--- src/hw/rtl/assert_macros.svh ---
// Assertion macros for blocks that check their own logic.
`ifndef ASSERT_MACROS_SVH
`define ASSERT_MACROS_SVH

// The consequent must hold in the same cycle as the antecedent.
`define ASSERT_SAME(label, clk, rst_n, ante, cons) \
  label: assert property (@(posedge clk) disable iff (!rst_n) (ante) |-> (cons)) \
    else $error("assertion failed: same-cycle implication");

// The consequent must hold in the cycle after the antecedent.
`define ASSERT_NEXT(label, clk, rst_n, ante, cons) \
  label: assert property (@(posedge clk) disable iff (!rst_n) (ante) |=> (cons)) \
    else $error("assertion failed: next-cycle implication");

`endif

--- src/hw/rtl/pts_pkg.sv ---
package pts_pkg;

  localparam int PosW = 12;
  localparam int WidthRegW = 7;
  localparam int HeightRegW = 13;
  localparam int ChanW = 8;

  localparam logic [ChanW-1:0] INK_OFF = 8'd255;

  localparam logic [WidthRegW-1:0] WIDTH_RESET = 7'd64;
  localparam logic [HeightRegW-1:0] HEIGHT_RESET = 13'd4096;

  localparam logic REG_WIDTH = 1'b0;
  localparam logic REG_HEIGHT = 1'b1;

  localparam logic KIND_SEPARATOR = 1'b0;
  localparam logic KIND_CUT = 1'b1;

  typedef struct packed {
    logic [PosW-1:0] top;
    logic [PosW-1:0] bottom;
  } band_t;

  typedef enum logic {
    BK_SEP,
    BK_WALK
  } back_state_t;

endpackage

--- src/hw/rtl/pts_front.sv ---
module pts_front #(
  parameter int MW = 64,
  parameter int MH = 4096
) (
  input  logic                          clk,
  input  logic                          rst_n,
  input  logic                          in_valid,
  input  logic                          q_full,
  input  logic [pts_pkg::ChanW-1:0]     red_level,
  input  logic [pts_pkg::ChanW-1:0]     green_level,
  input  logic [pts_pkg::ChanW-1:0]     blue_level,
  input  logic [pts_pkg::WidthRegW-1:0] width_reg,
  input  logic [pts_pkg::HeightRegW-1:0] height_reg,
  output logic                          push,
  output logic [MW-1:0]                 job_cut,
  output pts_pkg::band_t                job_band
);

  localparam int CW = (MW > 1) ? $clog2(MW) : 1;
  localparam int RW = (MH > 1) ? $clog2(MH) : 1;
  localparam int EW = (RW + 1 > pts_pkg::HeightRegW) ? RW + 1 : pts_pkg::HeightRegW;

  logic [CW-1:0] col_r, col_nxt;
  logic [RW-1:0] row_r, row_nxt;
  logic          row_ink_r, row_ink_nxt;
  logic          band_open_r, band_open_nxt;
  logic [RW-1:0] band_start_r, band_start_nxt;
  logic [MW-1:0] bitmap_r, bitmap_nxt;

  logic                          accept;
  logic                          ink;
  logic                          row_ink;
  logic [MW-1:0]                 bitmap_set;
  logic [pts_pkg::WidthRegW-1:0] w_eff;
  logic [EW-1:0]                 h_eff;
  logic                          row_done;
  logic                          image_done;

  always_comb begin
    if (width_reg == '0) begin
      w_eff = pts_pkg::WidthRegW'(1);
    end else if (width_reg > pts_pkg::WidthRegW'(MW)) begin
      w_eff = pts_pkg::WidthRegW'(MW);
    end else begin
      w_eff = width_reg;
    end
    if (height_reg == '0) begin
      h_eff = EW'(1);
    end else if (EW'(height_reg) > EW'(MH)) begin
      h_eff = EW'(MH);
    end else begin
      h_eff = EW'(height_reg);
    end
  end

  assign accept = in_valid && !q_full;
  assign ink = (red_level != pts_pkg::INK_OFF) && (green_level != pts_pkg::INK_OFF) &&
               (blue_level != pts_pkg::INK_OFF);
  assign row_ink = row_ink_r || ink;
  assign bitmap_set = bitmap_r | ({{(MW-1){1'b0}}, ink} << col_r);
  assign row_done = (pts_pkg::WidthRegW'(col_r) + pts_pkg::WidthRegW'(1)) >= w_eff;
  assign image_done = (EW'(row_r) + EW'(1)) >= h_eff;

  always_comb begin
    job_cut = '0;
    for (int c = 0; c < MW - 1; c++) begin
      job_cut[c] = bitmap_set[c] && !bitmap_set[c+1] &&
                   (pts_pkg::WidthRegW'(c + 1) < w_eff);
    end
  end

  assign job_band.top = pts_pkg::PosW'(band_start_r);
  assign job_band.bottom = pts_pkg::PosW'(row_r);

  always_comb begin
    col_nxt = col_r;
    row_nxt = row_r;
    row_ink_nxt = row_ink_r;
    band_open_nxt = band_open_r;
    band_start_nxt = band_start_r;
    bitmap_nxt = bitmap_r;
    push = 1'b0;
    if (accept) begin
      if (!row_done) begin
        col_nxt = col_r + CW'(1);
        row_ink_nxt = row_ink;
        bitmap_nxt = bitmap_set;
      end else begin
        bitmap_nxt = bitmap_set;
        if (row_ink) begin
          band_open_nxt = 1'b1;
        end else if (band_open_r) begin
          push = 1'b1;
          bitmap_nxt = '0;
          band_open_nxt = 1'b0;
          band_start_nxt = row_r;
        end
        row_ink_nxt = 1'b0;
        col_nxt = '0;
        if (image_done) begin
          row_nxt = '0;
          bitmap_nxt = '0;
          band_open_nxt = 1'b0;
          band_start_nxt = '0;
        end else begin
          row_nxt = row_r + RW'(1);
        end
      end
    end
  end

  always_ff @(posedge clk) begin
    if (!rst_n) begin
      col_r <= '0;
      row_r <= '0;
      row_ink_r <= 1'b0;
      band_open_r <= 1'b0;
      band_start_r <= '0;
      bitmap_r <= '0;
    end else begin
      col_r <= col_nxt;
      row_r <= row_nxt;
      row_ink_r <= row_ink_nxt;
      band_open_r <= band_open_nxt;
      band_start_r <= band_start_nxt;
      bitmap_r <= bitmap_nxt;
    end
  end

endmodule

--- src/hw/rtl/pts_queue.sv ---
module pts_queue #(
  parameter int DW = 88
) (
  input  logic          clk,
  input  logic          rst_n,
  input  logic          push,
  input  logic [DW-1:0] push_data,
  input  logic          pop,
  output logic [DW-1:0] head_data,
  output logic          not_empty,
  output logic          full
);

  logic [DW-1:0] mem_r [2];
  logic          wr_ptr_r, wr_ptr_nxt;
  logic          rd_ptr_r, rd_ptr_nxt;
  logic [1:0]    count_r, count_nxt;

  assign not_empty = count_r != 2'd0;
  assign full = count_r == 2'd2;
  assign head_data = mem_r[rd_ptr_r];

  always_comb begin
    wr_ptr_nxt = wr_ptr_r ^ push;
    rd_ptr_nxt = rd_ptr_r ^ pop;
    count_nxt = count_r + {1'b0, push} - {1'b0, pop};
  end

  always_ff @(posedge clk) begin
    if (push) begin
      mem_r[wr_ptr_r] <= push_data;
    end
  end

  always_ff @(posedge clk) begin
    if (!rst_n) begin
      wr_ptr_r <= 1'b0;
      rd_ptr_r <= 1'b0;
      count_r <= 2'd0;
    end else begin
      wr_ptr_r <= wr_ptr_nxt;
      rd_ptr_r <= rd_ptr_nxt;
      count_r <= count_nxt;
    end
  end

endmodule

--- src/hw/rtl/pts_back.sv ---
`include "assert_macros.svh"

module pts_back #(
  parameter int MW = 64
) (
  input  logic                      clk,
  input  logic                      rst_n,
  input  logic                      q_valid,
  input  logic [MW-1:0]             q_cut,
  input  pts_pkg::band_t            q_band,
  output logic                      q_pop,
  output logic                      out_valid,
  input  logic                      out_stall,
  output logic                      out_event_kind,
  output logic [pts_pkg::PosW-1:0]  out_position,
  output logic [pts_pkg::PosW-1:0]  out_band_top,
  output logic [pts_pkg::PosW-1:0]  out_band_bottom,
  output logic                      out_last
);

  localparam int CW = (MW > 1) ? $clog2(MW) : 1;

  pts_pkg::back_state_t state_r, state_nxt;
  logic [MW-1:0]             cut_sr_r, cut_sr_nxt;
  logic [CW-1:0]             col_r, col_nxt;
  logic                      valid_r, valid_nxt;
  logic                      kind_r, kind_nxt;
  logic [pts_pkg::PosW-1:0]  pos_r, pos_nxt;
  logic [pts_pkg::PosW-1:0]  top_r, top_nxt;
  logic [pts_pkg::PosW-1:0]  bottom_r, bottom_nxt;
  logic                      last_r, last_nxt;
  logic                      free;
  logic                      load;
  logic                      cut_last;

  assign free = !valid_r || !out_stall;
  assign cut_last = (cut_sr_r >> 1) == '0;

  always_comb begin
    state_nxt = state_r;
    cut_sr_nxt = cut_sr_r;
    col_nxt = col_r;
    kind_nxt = kind_r;
    pos_nxt = pos_r;
    top_nxt = top_r;
    bottom_nxt = bottom_r;
    last_nxt = last_r;
    load = 1'b0;
    q_pop = 1'b0;
    case (state_r)
      pts_pkg::BK_SEP: begin
        if (q_valid && free) begin
          load = 1'b1;
          kind_nxt = pts_pkg::KIND_SEPARATOR;
          pos_nxt = q_band.bottom;
          top_nxt = q_band.top;
          bottom_nxt = q_band.bottom;
          last_nxt = q_cut == '0;
          cut_sr_nxt = q_cut;
          col_nxt = '0;
          if (q_cut == '0) begin
            q_pop = 1'b1;
          end else begin
            state_nxt = pts_pkg::BK_WALK;
          end
        end
      end
      pts_pkg::BK_WALK: begin
        if (cut_sr_r[0]) begin
          if (free) begin
            load = 1'b1;
            kind_nxt = pts_pkg::KIND_CUT;
            pos_nxt = pts_pkg::PosW'(col_r);
            top_nxt = q_band.top;
            bottom_nxt = q_band.bottom;
            last_nxt = cut_last;
            cut_sr_nxt = cut_sr_r >> 1;
            col_nxt = col_r + CW'(1);
            if (cut_last) begin
              q_pop = 1'b1;
              state_nxt = pts_pkg::BK_SEP;
            end
          end
        end else begin
          cut_sr_nxt = cut_sr_r >> 1;
          col_nxt = col_r + CW'(1);
        end
      end
      default: begin
        state_nxt = pts_pkg::BK_SEP;
      end
    endcase
    if (load) begin
      valid_nxt = 1'b1;
    end else if (!out_stall) begin
      valid_nxt = 1'b0;
    end else begin
      valid_nxt = valid_r;
    end
  end

  always_ff @(posedge clk) begin
    if (!rst_n) begin
      state_r <= pts_pkg::BK_SEP;
      valid_r <= 1'b0;
    end else begin
      state_r <= state_nxt;
      valid_r <= valid_nxt;
    end
  end

  always_ff @(posedge clk) begin
    cut_sr_r <= cut_sr_nxt;
    col_r <= col_nxt;
    kind_r <= kind_nxt;
    pos_r <= pos_nxt;
    top_r <= top_nxt;
    bottom_r <= bottom_nxt;
    last_r <= last_nxt;
  end

  assign out_valid = valid_r;
  assign out_event_kind = kind_r;
  assign out_position = pos_r;
  assign out_band_top = top_r;
  assign out_band_bottom = bottom_r;
  assign out_last = last_r;

  `ASSERT_SAME(walk_has_job, clk, rst_n, state_r == pts_pkg::BK_WALK, q_valid)
  `ASSERT_SAME(walk_has_cut, clk, rst_n, state_r == pts_pkg::BK_WALK, cut_sr_r != '0)
  `ASSERT_SAME(pop_on_last, clk, rst_n, q_pop, load && last_nxt)
  `ASSERT_NEXT(pop_back_to_sep, clk, rst_n, q_pop, state_r == pts_pkg::BK_SEP && valid_r)

endmodule

--- src/hw/rtl/projection_text_segmenter_top.sv ---
// Text segmenter by projection profiles.
// The input channel carries one RGB pixel per transaction in raster order; a
// pixel is ink when no channel equals 255. The output channel carries events:
// one separator event on the first blank row after a run of ink rows, then
// one cut event for the last ink column of each ink run that a blank column
// follows. Every event of a band carries the band's top and bottom rows, and
// the final event caused by a pixel has last set.
// The separator event for the pixel that closes a band passes through the
// queue and then the output register; the column walk that follows visits
// one column per cycle up to the last cut column, waiting at a cut column
// while the output is stalled. Two closed bands can wait in the queue, and
// input is stalled only while that queue is full. Width and height are set
// through the APB port; the user must write them only while the block is
// idle, which the block itself does not enforce. Reset clears the counters,
// the ink bitmap, the queue pointers and the output valid flag, and sets
// width 64 and height 4096. While the receiver stalls, the output holds and
// the walk waits at a cut column; pixels keep flowing until the queue fills.
module projection_text_segmenter_top #(
  parameter int MAX_WIDTH = 64,
  parameter int MAX_HEIGHT = 4096
) (
  input  logic                           clk,
  input  logic                           rst_n,
  input  logic                           in_valid,
  output logic                           in_stall,
  input  logic [pts_pkg::ChanW-1:0]      in_red_level,
  input  logic [pts_pkg::ChanW-1:0]      in_green_level,
  input  logic [pts_pkg::ChanW-1:0]      in_blue_level,
  output logic                           out_valid,
  input  logic                           out_stall,
  output logic                           out_event_kind,
  output logic [pts_pkg::PosW-1:0]       out_position,
  output logic [pts_pkg::PosW-1:0]       out_band_top,
  output logic [pts_pkg::PosW-1:0]       out_band_bottom,
  output logic                           out_last,
  input  logic                           psel,
  input  logic                           penable,
  input  logic                           pwrite,
  input  logic [2:0]                     paddr,
  input  logic [31:0]                    pwdata,
  output logic [31:0]                    prdata,
  output logic                           pready
);

  localparam int DW = MAX_WIDTH + $bits(pts_pkg::band_t);

  logic [pts_pkg::WidthRegW-1:0]  width_r, width_nxt;
  logic [pts_pkg::HeightRegW-1:0] height_r, height_nxt;
  logic                           wr_en;

  logic                  push;
  logic [MAX_WIDTH-1:0]  job_cut;
  pts_pkg::band_t        job_band;
  logic [DW-1:0]         head_data;
  logic                  q_valid;
  logic                  q_full;
  logic                  q_pop;
  logic [MAX_WIDTH-1:0]  head_cut;
  pts_pkg::band_t        head_band;

  assign pready = 1'b1;
  assign wr_en = psel && penable && pwrite && pready;

  always_comb begin
    width_nxt = width_r;
    height_nxt = height_r;
    if (wr_en) begin
      if (paddr[2] == pts_pkg::REG_HEIGHT) begin
        height_nxt = pwdata[pts_pkg::HeightRegW-1:0];
      end else begin
        width_nxt = pwdata[pts_pkg::WidthRegW-1:0];
      end
    end
    if (paddr[2] == pts_pkg::REG_HEIGHT) begin
      prdata = 32'(height_r);
    end else begin
      prdata = 32'(width_r);
    end
  end

  always_ff @(posedge clk) begin
    if (!rst_n) begin
      width_r <= pts_pkg::WIDTH_RESET;
      height_r <= pts_pkg::HEIGHT_RESET;
    end else begin
      width_r <= width_nxt;
      height_r <= height_nxt;
    end
  end

  assign in_stall = q_full;

  pts_front #(
    .MW(MAX_WIDTH),
    .MH(MAX_HEIGHT)
  ) u_front (
    .clk        (clk),
    .rst_n      (rst_n),
    .in_valid   (in_valid),
    .q_full     (q_full),
    .red_level  (in_red_level),
    .green_level(in_green_level),
    .blue_level (in_blue_level),
    .width_reg  (width_r),
    .height_reg (height_r),
    .push       (push),
    .job_cut    (job_cut),
    .job_band   (job_band)
  );

  pts_queue #(
    .DW(DW)
  ) u_queue (
    .clk      (clk),
    .rst_n    (rst_n),
    .push     (push),
    .push_data({job_cut, job_band}),
    .pop      (q_pop),
    .head_data(head_data),
    .not_empty(q_valid),
    .full     (q_full)
  );

  assign head_cut = head_data[DW-1:$bits(pts_pkg::band_t)];
  assign head_band = head_data[$bits(pts_pkg::band_t)-1:0];

  pts_back #(
    .MW(MAX_WIDTH)
  ) u_back (
    .clk            (clk),
    .rst_n          (rst_n),
    .q_valid        (q_valid),
    .q_cut          (head_cut),
    .q_band         (head_band),
    .q_pop          (q_pop),
    .out_valid      (out_valid),
    .out_stall      (out_stall),
    .out_event_kind (out_event_kind),
    .out_position   (out_position),
    .out_band_top   (out_band_top),
    .out_band_bottom(out_band_bottom),
    .out_last       (out_last)
  );

endmodule
--- config.mk ---
export PLATFORM = sky130hd
export DESIGN_NAME = projection_text_segmenter_top
export DESIGN_NICKNAME = d
export VERILOG_FILES = /design/src/hw/rtl/pts_pkg.sv /design/src/hw/rtl/pts_front.sv /design/src/hw/rtl/pts_queue.sv /design/src/hw/rtl/pts_back.sv /design/src/hw/rtl/projection_text_segmenter_top.sv
export VERILOG_INCLUDE_DIRS = /design/src /design/src/hw/rtl
export SDC_FILE = /design/constraint.sdc
export NUM_CORES = 1
export LEC_CHECK = 0
export BUFFER_PORTS_ARGS = -buffer_cell sky130_fd_sc_hd__buf_2
export CAP_MARGIN = 30
export CORE_ASPECT_RATIO = 1.2
export CORE_MARGIN = 1.5
export CORE_UTILIZATION = 30
export CTS_CLUSTER_DIAMETER = 30
export DETAILED_ROUTE_END_ITERATION = 7
export GPL_TIMING_DRIVEN = 0
export SETUP_SLACK_MARGIN = 0.3
export SLEW_MARGIN = 20
export SYNTH_ARGS = -nofsm -noshare
export SYNTH_HDL_FRONTEND = slang
export SYNTH_SLANG_ARGS = --single-unit
--- constraint.sdc ---
create_clock -name clk -period 12.3 [get_ports clk]
set_clock_uncertainty 0.2 [all_clocks]
set_input_delay 2.46 -clock clk [delete_from_list [all_inputs] [get_ports clk]]
set_output_delay 2.46 -clock clk [all_outputs]
set_load 0.02 [all_outputs]
==> results.cfg <==
[outcome]
status = finished, final reports clean

[detailed_routing]
drc = 0
wl_per_cell_um = 19.05
routed_wl_mm = 50.74
antenna_left = 0
vias = 13353
dr.first_iter.drc_count = 994
detail_route.vias_per_cell = 5.014
firstDrtPassIters = 5

[clock_tree]
max-clock-path-buffers = 3
clkSinkCount = 404
cts_resized = 0
clk_latency_ns = 0.58
cts_tree = yes
cts.clk_slew.worst_paths_ns = 0.05
numCtsBuffers = 67
root_buffer = clkbuf_16
htreeDepth = 3
cts_hold_buf = 0
post_cts_buffers = 0

[global_route]
track_usage_pct = 16.25
grt-ovfl-total = 0
grt_max_degree = 53
grt_pass1_wl_mm = 76.52
grt_pass1_vias = 13193
antenna_found_initial = 2

[yosys]
yosysSeqAreaShare_pct = 60.34
synth_area_mm2 = 0.01806
synth_cell_types = 62
syn_inst = 1621
synthFlopType = edfxtp_1
syn_area_per_cell_um2 = 11.14
postSynth.asyncResetShare_pct = 0
synth_edf_count = 281
ys_seq_elements = 404
yosysWarnings = 0

[floorplan]
core_area_mm2 = 0.05959
ios = 139
dieArea_mm2 = 0.06170
row_count = 98
floorplan.initialDensity_pct = 30.31
fp.dieW_um = 227.0
die_y_um = 271.8

[layout]
nNetsFinal = 1903
layout_commonest_cell = edfxtp_1
area_growth_pct = 22.12
final_area_mm2 = 0.02206
layout_common_cells = edfxtp_1, a21oi_1, nand2_1, dfxtp_1, nor2_1
drive_above_1_share_pct = 17.13

[sta]
holdWs_ns = 0.2595
hold_violations = 0
finalCriticalPeriod_ns = 6.392
tns_ns = 0
tightest_slew_ns = 1.037
setup_violations = 0
rsz0062_at_grt = no
slew_headroom_pct = 30.32
maxSlewViolCount = 0
final.period_utilization_pct = 51.97
timing.fmax_mhz = 156.4

[power]
vdd_drop_max_v = 0.00007255
power_leakage_nw = 7.617
p_per_area_mw_per_mm2 = 155.0

[worst_setup_path]
worstSetupPathType = primary input to output pin
cp-end-kind = output pin
worstPathRequired_ns = 9.64
ff2ff_path_depth = 12
critPathArrivalTime_ns = 3.73
critPathMaxFanout = 10
cp-start-kind = primary input

[place]
numPortBuffers = 95
routabilityCongestion = 0.8891
dp_hpwl_mm = 38.19
placement.cell_area_mm2 = 0.01974

[min_path]
min_path_type = flop to flop
holdPathStages = 2

[job]
max_cap_viol_count = 0
## state kept, by name, summed over array words and instances (netlist names), 13 cells and up, named ones only
| signal | count |
|---|---|
| u_queue.mem_r | 174 |
| u_front.bitmap_r | 64 |
| height_r | 13 |
| u_back.cut_sr_r | 63 |
## metrics by stage
step / worst slack [ns] / util [%] / total power [mW] / std cells
6_report: 5.908 / 37.02 / 3.420 / 2663
5_1_grt: 5.815 / 37.02 / 3.516 / 2662
3_3_place_gp: 4.374 / 32.91 / 1.565 / 2534
3_5_place_dp: 5.903 / 33.13 / 1.567 / 2540
4_1_cts: 5.902 / 37.00 / 3.449 / 2661
2_1_floorplan: 5.851 / - / 1.535 / 1639
## final cells by class
class	instances	area, um^2
tap	800	1001
buffer	130	633.1
clock buffer	80	1808
multi-input combinational	1087	6568
inverter	18	67.56
sequential	404	10900
clock inverter	41	495.5
antenna	1	2.502
timing repair buffer	102	585.6
fill	5905	37530
## per-layer routing
layer	up-vias	routed length, um	GRT usage, %
met5	-	11	0
met4	2	2128	7.703
met3	119	2426	2.503
met2	434	25340	28.24
met1	6459	20840	19.59
li1	6339	-	-
## final timing paths
path                             from                   end  slack, ns
setup reg to reg           width_r[6]  u_queue.mem_r[1][83]       7.37
hold / removal    u_front.band_open_r   u_front.band_open_r       0.26
hold reg to reg   u_front.band_open_r   u_front.band_open_r       0.26
setup / recovery             paddr[2]             prdata[2]       5.91
## report_power, final
part / switching [mW] / total [mW] / internal (mW)
sequential: 0.00495 / 1.45 / 1.44
combinational: 0.0619 / 0.0928 / 0.0309
clock: 0.666 / 1.88 / 1.21
## worst max-delay path, cell delays in order
cell and delay [ns]:
clkbuf_1 0.40, clkbuf_1 0.36, nand2_1 0.09, o21ai_0 0.17, buf_2 0.25
## cells by family (layout without fill, tap and decap cells)
family,count (synthesis),after routing,synth area share (%)
flops,404,404,60.34
simple gates,597,597,16.86
compound gates,323,323,10.30
xor+xnor,24,24,1.164
fa+ha+maj,27,27,1.870
mux,96,96,5.548
buf+inv,148,371,3.879
other cells,2,21,0.04157
## cells in the mapped netlist, types with 12 or more instances
library cell | n | area, um^2
edfxtp_1 | 281 | 8438
a21oi_1 | 187 | 935.9
nand2_1 | 178 | 668.1
dfxtp_1 | 123 | 2462
nor2_1 | 121 | 454.2
clkbuf_1 | 77 | 289.0
o21ai_0 | 71 | 355.3
mux2i_1 | 63 | 630.6
nor3b_1 | 57 | 427.9
nor4_1 | 48 | 300.3
nand4_1 | 37 | 231.5
nand3_1 | 34 | 170.2
mux2_2 | 33 | 371.6
nor3_1 | 28 | 140.1
ha_1 | 27 | 337.8
buf_4 | 22 | 165.2
and2_1 | 20 | 125.1
and3_1 | 20 | 125.1
inv_1 | 18 | 67.56
buf_2 | 14 | 70.07
or2_2 | 13 | 81.33
xor2_1 | 13 | 113.9
a21o_1 | 12 | 90.09
Power figures use the tool's default switching activity.
